<file path="config.mk">
export PLATFORM = sky130hd
export DESIGN_NAME = rational_arithmetic_unit_top
export DESIGN_NICKNAME = d
export VERILOG_FILES = /design/src/rtl/core/rau_pkg.sv /design/src/rtl/core/rau_front.sv /design/src/rtl/core/rau_back.sv /design/src/rtl/core/rational_arithmetic_unit_top.sv
export VERILOG_INCLUDE_DIRS = /design/src /design/src/rtl/core
export SDC_FILE = /design/constraint.sdc
export NUM_CORES = 2
export LEC_CHECK = 0
export ABC_CLOCK_PERIOD_IN_PS = 15750
export BUFFER_PORTS_ARGS = -buffer_cell sky130_fd_sc_hd__buf_4
export CELL_PAD_IN_SITES_DETAIL_PLACEMENT = 1
export CELL_PAD_IN_SITES_GLOBAL_PLACEMENT = 1
export CORE_MARGIN = 2
export CORE_UTILIZATION = 30
export CTS_CLUSTER_DIAMETER = 50
export DETAILED_ROUTE_END_ITERATION = 8
export MAX_ROUTING_LAYER = met4
export PLACE_DENSITY = 0.63
export SLEW_MARGIN = 10
export SYNTH_ARGS = -nofsm -noshare
export SYNTH_HDL_FRONTEND = slang
export SYNTH_SLANG_ARGS = --single-unit
export TNS_END_PERCENT = 20
</file>
<file path="constraint.sdc">
create_clock -name clk -period 15.75 [get_ports clk]
set_input_delay 0.7875 -clock clk [delete_from_list [all_inputs] [get_ports clk]]
set_output_delay 0.7875 -clock clk [all_outputs]
set_load 0.05 [all_outputs]
</file>
<file path="src/rtl/core/rational_arithmetic_unit_top_assert.svh">
// Assertion macros shared by the RTL
`ifndef RATIONAL_ARITHMETIC_UNIT_TOP_ASSERT_SVH
`define RATIONAL_ARITHMETIC_UNIT_TOP_ASSERT_SVH

// check cons in the same cycle as ante
`define RAU_ASSERT_SAME(lbl, ante, cons, msg) \
  lbl: assert property (@(posedge clk) disable iff (!rst_n) (ante) |-> (cons)) \
    else $error(msg);

// check cons in the cycle after ante
`define RAU_ASSERT_NEXT(lbl, ante, cons, msg) \
  lbl: assert property (@(posedge clk) disable iff (!rst_n) (ante) |=> (cons)) \
    else $error(msg);

`endif

</file>
<file path="src/rtl/core/rau_pkg.sv">
`timescale 1ns / 1ps
package rau_pkg;

  localparam int OPW    = 16;
  localparam int PW     = 2 * OPW;
  localparam int NUM_W  = 34;
  localparam int DEN_W  = 33;
  localparam int CNT_W  = $clog2(PW);

  localparam logic [1:0] MODE_ADD = 2'd0;
  localparam logic [1:0] MODE_SUB = 2'd1;
  localparam logic [1:0] MODE_MUL = 2'd2;
  localparam logic [1:0] MODE_DIV = 2'd3;

  typedef struct packed {
    logic [1:0]            mode;
    logic signed [OPW-1:0] a_numerator;
    logic signed [OPW-1:0] a_denominator;
    logic signed [OPW-1:0] b_numerator;
    logic signed [OPW-1:0] b_denominator;
  } in_word_t;

  typedef struct packed {
    logic signed [NUM_W-1:0] result_numerator;
    logic [DEN_W-1:0]        result_denominator;
    logic                    result_valid;
  } out_word_t;

  typedef struct packed {
    logic           invalid;
    logic           combine;
    logic           neg1;
    logic           neg2;
    logic [OPW-1:0] m1a;
    logic [OPW-1:0] m1b;
    logic [OPW-1:0] m2a;
    logic [OPW-1:0] m2b;
    logic [OPW-1:0] mda;
    logic [OPW-1:0] mdb;
  } job_t;

  typedef struct packed {
    logic valid;
    job_t job;
  } qhead_t;

endpackage

</file>
<file path="src/rtl/core/rau_front.sv">
`timescale 1ns / 1ps
module rau_front
  import rau_pkg::*;
(
  input  logic     clk,
  input  logic     rst_n,
  input  logic     start,
  input  in_word_t in_word,
  output logic     busy,
  output qhead_t   q_head,
  input  logic     pop
);

  job_t       slot_r [2];
  logic       wp_r, wp_nxt;
  logic       rp_r, rp_nxt;
  logic [1:0] cnt_r, cnt_nxt;
  logic       push;
  job_t       job_new;

  logic           an_s, ad_s, bn_s, bd_s;
  logic [OPW-1:0] an_m, ad_m, bn_m, bd_m;
  logic           an_neg, bn_neg, bn_eff;

  function automatic logic [OPW-1:0] mag_of(input logic [OPW-1:0] v);
    mag_of = v[OPW-1] ? (~v + 1'b1) : v;
  endfunction

  always_comb begin
    an_s = in_word.a_numerator[OPW-1];
    ad_s = in_word.a_denominator[OPW-1];
    bn_s = in_word.b_numerator[OPW-1];
    bd_s = in_word.b_denominator[OPW-1];
    an_m = mag_of(in_word.a_numerator);
    ad_m = mag_of(in_word.a_denominator);
    bn_m = mag_of(in_word.b_numerator);
    bd_m = mag_of(in_word.b_denominator);
    an_neg = (an_s ^ ad_s) && (an_m != '0);
    bn_neg = (bn_s ^ bd_s) && (bn_m != '0);
    bn_eff = (in_word.mode == MODE_SUB) ? (!bn_neg && (bn_m != '0)) : bn_neg;

    job_new = '0;
    job_new.invalid = (ad_m == '0) || (bd_m == '0) ||
                      ((in_word.mode == MODE_DIV) && (bn_m == '0));
    unique case (in_word.mode)
      MODE_ADD, MODE_SUB: begin
        job_new.combine = 1'b1;
        job_new.neg1 = an_neg;
        job_new.neg2 = bn_eff;
        job_new.m1a = an_m;
        job_new.m1b = bd_m;
        job_new.m2a = bn_m;
        job_new.m2b = ad_m;
        job_new.mda = ad_m;
        job_new.mdb = bd_m;
      end
      MODE_MUL: begin
        job_new.neg1 = an_neg ^ bn_neg;
        job_new.m1a = an_m;
        job_new.m1b = bn_m;
        job_new.mda = ad_m;
        job_new.mdb = bd_m;
      end
      default: begin
        job_new.neg1 = an_neg ^ bn_neg;
        job_new.m1a = an_m;
        job_new.m1b = bd_m;
        job_new.mda = ad_m;
        job_new.mdb = bn_m;
      end
    endcase
  end

  assign busy         = (cnt_r == 2'd2);
  assign push         = start && !busy;
  assign q_head.valid = (cnt_r != 2'd0);
  assign q_head.job   = slot_r[rp_r];

  always_comb begin
    wp_nxt  = wp_r;
    rp_nxt  = rp_r;
    cnt_nxt = cnt_r;
    if (push) begin
      wp_nxt = ~wp_r;
    end
    if (pop && q_head.valid) begin
      rp_nxt = ~rp_r;
    end
    cnt_nxt = cnt_r + 2'(push) - 2'(pop && q_head.valid);
  end

  always_ff @(posedge clk) begin
    if (!rst_n) begin
      wp_r  <= 1'b0;
      rp_r  <= 1'b0;
      cnt_r <= 2'd0;
    end else begin
      wp_r  <= wp_nxt;
      rp_r  <= rp_nxt;
      cnt_r <= cnt_nxt;
    end
  end

  always_ff @(posedge clk) begin
    if (push) begin
      slot_r[wp_r] <= job_new;
    end
  end

endmodule

</file>
<file path="src/rtl/core/rau_back.sv">
`timescale 1ns / 1ps
module rau_back
  import rau_pkg::*;
(
  input  logic      clk,
  input  logic      rst_n,
  input  qhead_t    q_head,
  output logic      pop,
  output logic      out_valid,
  output out_word_t out_word
);

  typedef enum logic [5:0] {
    ST_IDLE = 6'b000001,
    ST_MUL  = 6'b000010,
    ST_SUM  = 6'b000100,
    ST_GCD  = 6'b001000,
    ST_DIV  = 6'b010000,
    ST_OUT  = 6'b100000
  } state_t;

  state_t         state_r, state_nxt;
  job_t           job_r, job_nxt;
  logic [1:0]     mcnt_r, mcnt_nxt;
  logic [PW-1:0]  p1_r, p1_nxt, p2_r, p2_nxt, pd_r, pd_nxt;
  logic           nneg_r, nneg_nxt;
  logic [PW-1:0]  nmag_r, nmag_nxt;
  logic [PW-1:0]  gx_r, gx_nxt, gy_r, gy_nxt, g_r, g_nxt;
  logic [CNT_W-1:0] gk_r, gk_nxt, dcnt_r, dcnt_nxt;
  logic [PW:0]    remn_r, remn_nxt, remd_r, remd_nxt;
  logic [PW-1:0]  quon_r, quon_nxt, quod_r, quod_nxt;
  logic           out_valid_r, out_valid_nxt;
  out_word_t      out_word_r, out_word_nxt;

  logic [OPW-1:0] ma, mb;
  logic [PW-1:0]  prod;
  logic [PW:0]    tn, td;

  always_comb begin
    unique case (mcnt_r)
      2'd0:    begin ma = job_r.m1a; mb = job_r.m1b; end
      2'd1:    begin ma = job_r.m2a; mb = job_r.m2b; end
      default: begin ma = job_r.mda; mb = job_r.mdb; end
    endcase
    prod = {{OPW{1'b0}}, ma} * {{OPW{1'b0}}, mb};
    tn   = {remn_r[PW-1:0], quon_r[PW-1]};
    td   = {remd_r[PW-1:0], quod_r[PW-1]};
  end

  always_comb begin
    state_nxt     = state_r;
    job_nxt       = job_r;
    mcnt_nxt      = mcnt_r;
    p1_nxt        = p1_r;
    p2_nxt        = p2_r;
    pd_nxt        = pd_r;
    nneg_nxt      = nneg_r;
    nmag_nxt      = nmag_r;
    gx_nxt        = gx_r;
    gy_nxt        = gy_r;
    gk_nxt        = gk_r;
    g_nxt         = g_r;
    dcnt_nxt      = dcnt_r;
    remn_nxt      = remn_r;
    remd_nxt      = remd_r;
    quon_nxt      = quon_r;
    quod_nxt      = quod_r;
    out_valid_nxt = 1'b0;
    out_word_nxt  = out_word_r;
    pop           = 1'b0;

    unique case (state_r)
      ST_IDLE: begin
        if (q_head.valid) begin
          pop      = 1'b1;
          job_nxt  = q_head.job;
          mcnt_nxt = 2'd0;
          state_nxt = q_head.job.invalid ? ST_OUT : ST_MUL;
        end
      end
      ST_MUL: begin
        unique case (mcnt_r)
          2'd0:    p1_nxt = prod;
          2'd1:    p2_nxt = prod;
          default: pd_nxt = prod;
        endcase
        mcnt_nxt = mcnt_r + 2'd1;
        if (mcnt_r == 2'd2) begin
          state_nxt = ST_SUM;
        end
      end
      ST_SUM: begin
        priority if (!job_r.combine) begin
          nmag_nxt = p1_r;
          nneg_nxt = job_r.neg1;
        end else if (job_r.neg1 == job_r.neg2) begin
          nmag_nxt = p1_r + p2_r;
          nneg_nxt = job_r.neg1;
        end else if (p1_r >= p2_r) begin
          nmag_nxt = p1_r - p2_r;
          nneg_nxt = job_r.neg1;
        end else begin
          nmag_nxt = p2_r - p1_r;
          nneg_nxt = job_r.neg2;
        end
        gx_nxt    = nmag_nxt;
        gy_nxt    = pd_r;
        gk_nxt    = '0;
        state_nxt = ST_GCD;
      end
      ST_GCD: begin
        priority if (gx_r == '0) begin
          g_nxt     = gy_r << gk_r;
          dcnt_nxt  = '0;
          remn_nxt  = '0;
          remd_nxt  = '0;
          quon_nxt  = nmag_r;
          quod_nxt  = pd_r;
          state_nxt = ST_DIV;
        end else if (!gx_r[0] && !gy_r[0]) begin
          gx_nxt = gx_r >> 1;
          gy_nxt = gy_r >> 1;
          gk_nxt = gk_r + 1'b1;
        end else if (!gx_r[0]) begin
          gx_nxt = gx_r >> 1;
        end else if (!gy_r[0]) begin
          gy_nxt = gy_r >> 1;
        end else if (gx_r >= gy_r) begin
          gx_nxt = gx_r - gy_r;
        end else begin
          gy_nxt = gy_r - gx_r;
        end
      end
      ST_DIV: begin
        if (tn >= {1'b0, g_r}) begin
          remn_nxt = tn - {1'b0, g_r};
          quon_nxt = {quon_r[PW-2:0], 1'b1};
        end else begin
          remn_nxt = tn;
          quon_nxt = {quon_r[PW-2:0], 1'b0};
        end
        if (td >= {1'b0, g_r}) begin
          remd_nxt = td - {1'b0, g_r};
          quod_nxt = {quod_r[PW-2:0], 1'b1};
        end else begin
          remd_nxt = td;
          quod_nxt = {quod_r[PW-2:0], 1'b0};
        end
        dcnt_nxt = dcnt_r + 1'b1;
        if (dcnt_r == CNT_W'(PW - 1)) begin
          state_nxt = ST_OUT;
        end
      end
      ST_OUT: begin
        out_valid_nxt = 1'b1;
        if (job_r.invalid) begin
          out_word_nxt = '0;
        end else begin
          out_word_nxt.result_numerator = nneg_r ?
            -$signed({{(NUM_W-PW){1'b0}}, quon_r}) :
            $signed({{(NUM_W-PW){1'b0}}, quon_r});
          out_word_nxt.result_denominator = {{(DEN_W-PW){1'b0}}, quod_r};
          out_word_nxt.result_valid       = 1'b1;
        end
        state_nxt = ST_IDLE;
      end
      default: state_nxt = ST_IDLE;
    endcase
  end

  always_ff @(posedge clk) begin
    if (!rst_n) begin
      state_r     <= ST_IDLE;
      out_valid_r <= 1'b0;
    end else begin
      state_r     <= state_nxt;
      out_valid_r <= out_valid_nxt;
    end
  end

  always_ff @(posedge clk) begin
    job_r      <= job_nxt;
    mcnt_r     <= mcnt_nxt;
    p1_r       <= p1_nxt;
    p2_r       <= p2_nxt;
    pd_r       <= pd_nxt;
    nneg_r     <= nneg_nxt;
    nmag_r     <= nmag_nxt;
    gx_r       <= gx_nxt;
    gy_r       <= gy_nxt;
    gk_r       <= gk_nxt;
    g_r        <= g_nxt;
    dcnt_r     <= dcnt_nxt;
    remn_r     <= remn_nxt;
    remd_r     <= remd_nxt;
    quon_r     <= quon_nxt;
    quod_r     <= quod_nxt;
    out_word_r <= out_word_nxt;
  end

  assign out_valid = out_valid_r;
  assign out_word  = out_word_r;

endmodule

</file>
<file path="src/rtl/core/rational_arithmetic_unit_top.sv">
// Steps: an invalid word goes from the pop straight to the output state; a valid word takes
// a pop, 3 multiply steps, 1 sum step, binary gcd steps, 32 divide steps and the output state.
// Flow: the shared gcd/divide sequencer takes no new word until it is back in idle after
// the output state, for invalid and valid words alike; a two-entry queue lets start
// be taken while the sequencer works. The receiver cannot stall.
// Reset: synchronous active-low rst_n empties the queue and idles the sequencer.
`timescale 1ns / 1ps
module rational_arithmetic_unit_top
  import rau_pkg::*;
(
  input  logic      clk,
  input  logic      rst_n,
  input  logic      start,
  input  in_word_t  in_word,
  output logic      busy,
  output logic      out_valid,
  output out_word_t out_word
);

  qhead_t q_head;
  logic   pop;

  rau_front u_front (
    .clk     (clk),
    .rst_n   (rst_n),
    .start   (start),
    .in_word (in_word),
    .busy    (busy),
    .q_head  (q_head),
    .pop     (pop)
  );

  rau_back u_back (
    .clk       (clk),
    .rst_n     (rst_n),
    .q_head    (q_head),
    .pop       (pop),
    .out_valid (out_valid),
    .out_word  (out_word)
  );

`include "rational_arithmetic_unit_top_assert.svh"

  `RAU_ASSERT_SAME(a_invalid_zero, out_valid && !out_word.result_valid,
    out_word.result_numerator == '0 && out_word.result_denominator == '0, "invalid not zero")
  `RAU_ASSERT_SAME(a_den_nonzero, out_valid && out_word.result_valid,
    out_word.result_denominator != '0, "valid with zero denominator")
  `RAU_ASSERT_NEXT(a_strobe_single, out_valid, !out_valid, "back-to-back strobes")

endmodule
</file>
==> out/metrics.yaml <==
numPlacedInstances: 7545
initial_core_util_pct: 30.3
place.gp.congestion: 0.944
synth_seq_area_share_pct: 42.1
synth.distinct_cells: 88
crit_arrival_ns: 8.81
ant_nets: 0
stdcell_count: 7735
critPathLaunch: "u_back.mcnt_r[0]"
r2r_slack_ns: 7.35
die_area_um2: 179000
yosysMostFrequentCell: "edfxtp_1"
yosysTopAreaCell: "edfxtp_1"
synth-edff-count: 732
largest_register_ffs: 200
first_iter_violations: 2831
dieWidth_um: 423
synth_simple_gate_area_share_pct: 13.4
cts_buffers: 103
clk_path_buf_depth: 3
pre_cts_ws_ns: 7.40
slowest_stage: "a21oi_1"
netlist_area_um2: 52700
synth-compound-area-share_pct: 14.4
clk_pin_slew_ns: 0.06
fin_crit_ns: 8.40
rows: 153
max_freq_ghz: 0.119
rsz0062_at_grt: "false"
cts_resized: 0
synth_nets: 5886
drive_gt1_share_pct: 9.93
drtPass1Iterations: 5
routed_wirelength_um: 176000
clkLatencyLatePin_ns: 0.76
postCtsSetupRepairBufs: 0
grt_util_all_layers_pct: 19.8
ios: 139
grt_max_degree: 73
drv_slew: 0
synthArstFlopShare_pct: 0
worstSetupEndpointType: "flop"
yosys.area.top_type_share_pct: 41.7
synthAdderAreaFrac_pct: 15.7
grt_pass1_vias: 41916
r2r_cells: 28
fin_skew_ns: 0.0758
ys.flop_type: "edfxtp_1"
yosys_warnings: 0
cts_tree: "done"
critical-path-max-stage-delay_ns: 0.98
die_h_um: 423
final_area_um2: 59600
yosys-top-cells-count: "edfxtp_1 (732), nand2_1 (640), inv_1 (488), nor2_1 (457), a21oi_1 (365)"
numPortBuffers: 137
fin_crit_sh_pct: 53.3
vias: 40078
synthXorXnorAreaFrac_pct: 4.25
cts_root_buf: "clkbuf_16"
dp_hpwl_um: 136000
core_um2: 174000
htree_levels: 3
r2r_end: "u_back.p2_r[31]"
fin_ws_ns: 7.35
maxCapViolations: 0
max_slew_margin_pct: 19.5
setup_viol: 0
cts_sinks: 744
dpl_cell_area_um2: 56300
regMostFlops: "u_front.slot_r"
fillers: 19773
synthCells: 5277
timing.critical_path.to: "u_back.p2_r[31]"
hold_viol: 0
synth.avg_cell_area_um2: 10.0
worst_pin_slew_ns: 1.21
grt_pass1_wl_um: 265000
setup_tns_ns: 0
cts_hold_repair.buffers: 0
vias_per_cell: 5.18
final_nets: 5934
area_delta_synth_final_pct: 13.0
grt_overflow: 0
drc_errors: 0
critPathMaxFanout: 60
synth_area_leaders: "edfxtp_1 (42%), ha_1 (8.0%), fa_1 (7.6%)"
synth_mux_area_share_pct: 4.77
r2r-start: "u_back.mcnt_r[0]"
startpoint_type: "flop"
outcome: "complete, no violations"
hold_path.class: "in -> reg"
synth_top_family_by_area: "adder cells"
antenna_found_initial: 2
post_drt_wl_per_cell_um: 22.7
crit_top_cell: "fa_1"
required_ns: 16.16
synth_seq_cells: 744
path_class: "reg -> reg"
-- placed cells by master, fill, tap and decap left out, types with 54 or more instances in the layout --
cell	instances
a21o_1	139
a21oi_1	365
buf_4	195
clkbuf_16	104
edfxtp_1	732
fa_1	201
ha_1	339
inv_1	487
mux2_2	118
mux2i_1	98
nand2_1	640
nand2b_1	54
nand3_1	78
nor2_1	453
nor2b_1	59
nor3_1	66
o21ai_0	239
xnor2_1	146
xor2_1	108
-- logic make-up after synthesis --
group / Yosys count
multiplexers: 226
flip-flops: 744
buffers and inverters: 744
AND/OR/NAND/NOR: 1583
adder cells (fa/ha/maj): 540
other: 1
AO/OA/AOI/OAI: 1183
XOR/XNOR: 256
-- cell type report --
| cell class | count | area, µm² | share of cell area (%) |
|---|---|---|---|
| antenna | 3 | 7.51 | 0.0126 |
| clock buffer | 123 | 2670 | 4.48 |
| clock inverter | 64 | 676 | 1.13 |
| inverter | 492 | 1850 | 3.10 |
| multi-input combinational | 3789 | 27800 | 46.7 |
| sequential | 744 | 22200 | 37.3 |
| tap | 2325 | 2910 | 4.88 |
| timing repair buffer | 195 | 1460 | 2.46 |
-- metal layers --
metal,GRT usage [%],vias up,part of all wire [%]
met3,2.00,243,3.5
met4,6.36,0,3.5
li1,-,18709,-
met1,25.2,20295,45
met5,-,-,0
met2,33.1,831,48
-- critical path, delay by kind of cell (launching register included) --
family	cells	cell delay (ns)
buf+inv	7	0.98
flops	1	0.41
fa+ha+maj	8	3.55
xor+xnor	1	0.11
compound gates	9	2.56
simple gates	3	0.44
-- through the flow --
| step | utilization (%) | hold slack (ns) |
|---|---|---|
| 3_3_place_gp | 32.3 | 0.499 |
| 3_5_place_dp | 32.3 | 0.509 |
| 2_1_floorplan | - | 0.491 |
| 4_1_cts | 34.2 | 0.201 |
| 5_1_grt | 34.2 | 0.222 |
| 6_report | 34.2 | 0.257 |
-- how the worst min path moves through the flow --
stage,start,slack (ns),end,depth (start not counted)
after detailed placement,u_back.nmag_r[30],0.51,u_back.quon_r[30],2
after global routing,in_word[48],0.22,u_front.slot_r[0][80],1
after CTS,in_word[48],0.20,u_front.slot_r[0][80],1
after global placement,u_back.nmag_r[6],0.50,u_back.quon_r[6],2
after floorplan,u_back.nmag_r[12],0.49,u_back.quon_r[12],2
final,in_word[48],0.26,u_front.slot_r[0][80],1
Power is left out: the tool's default activity adds up to more than one toggle a clock period on the data nets, which glitch-free logic cannot reach.
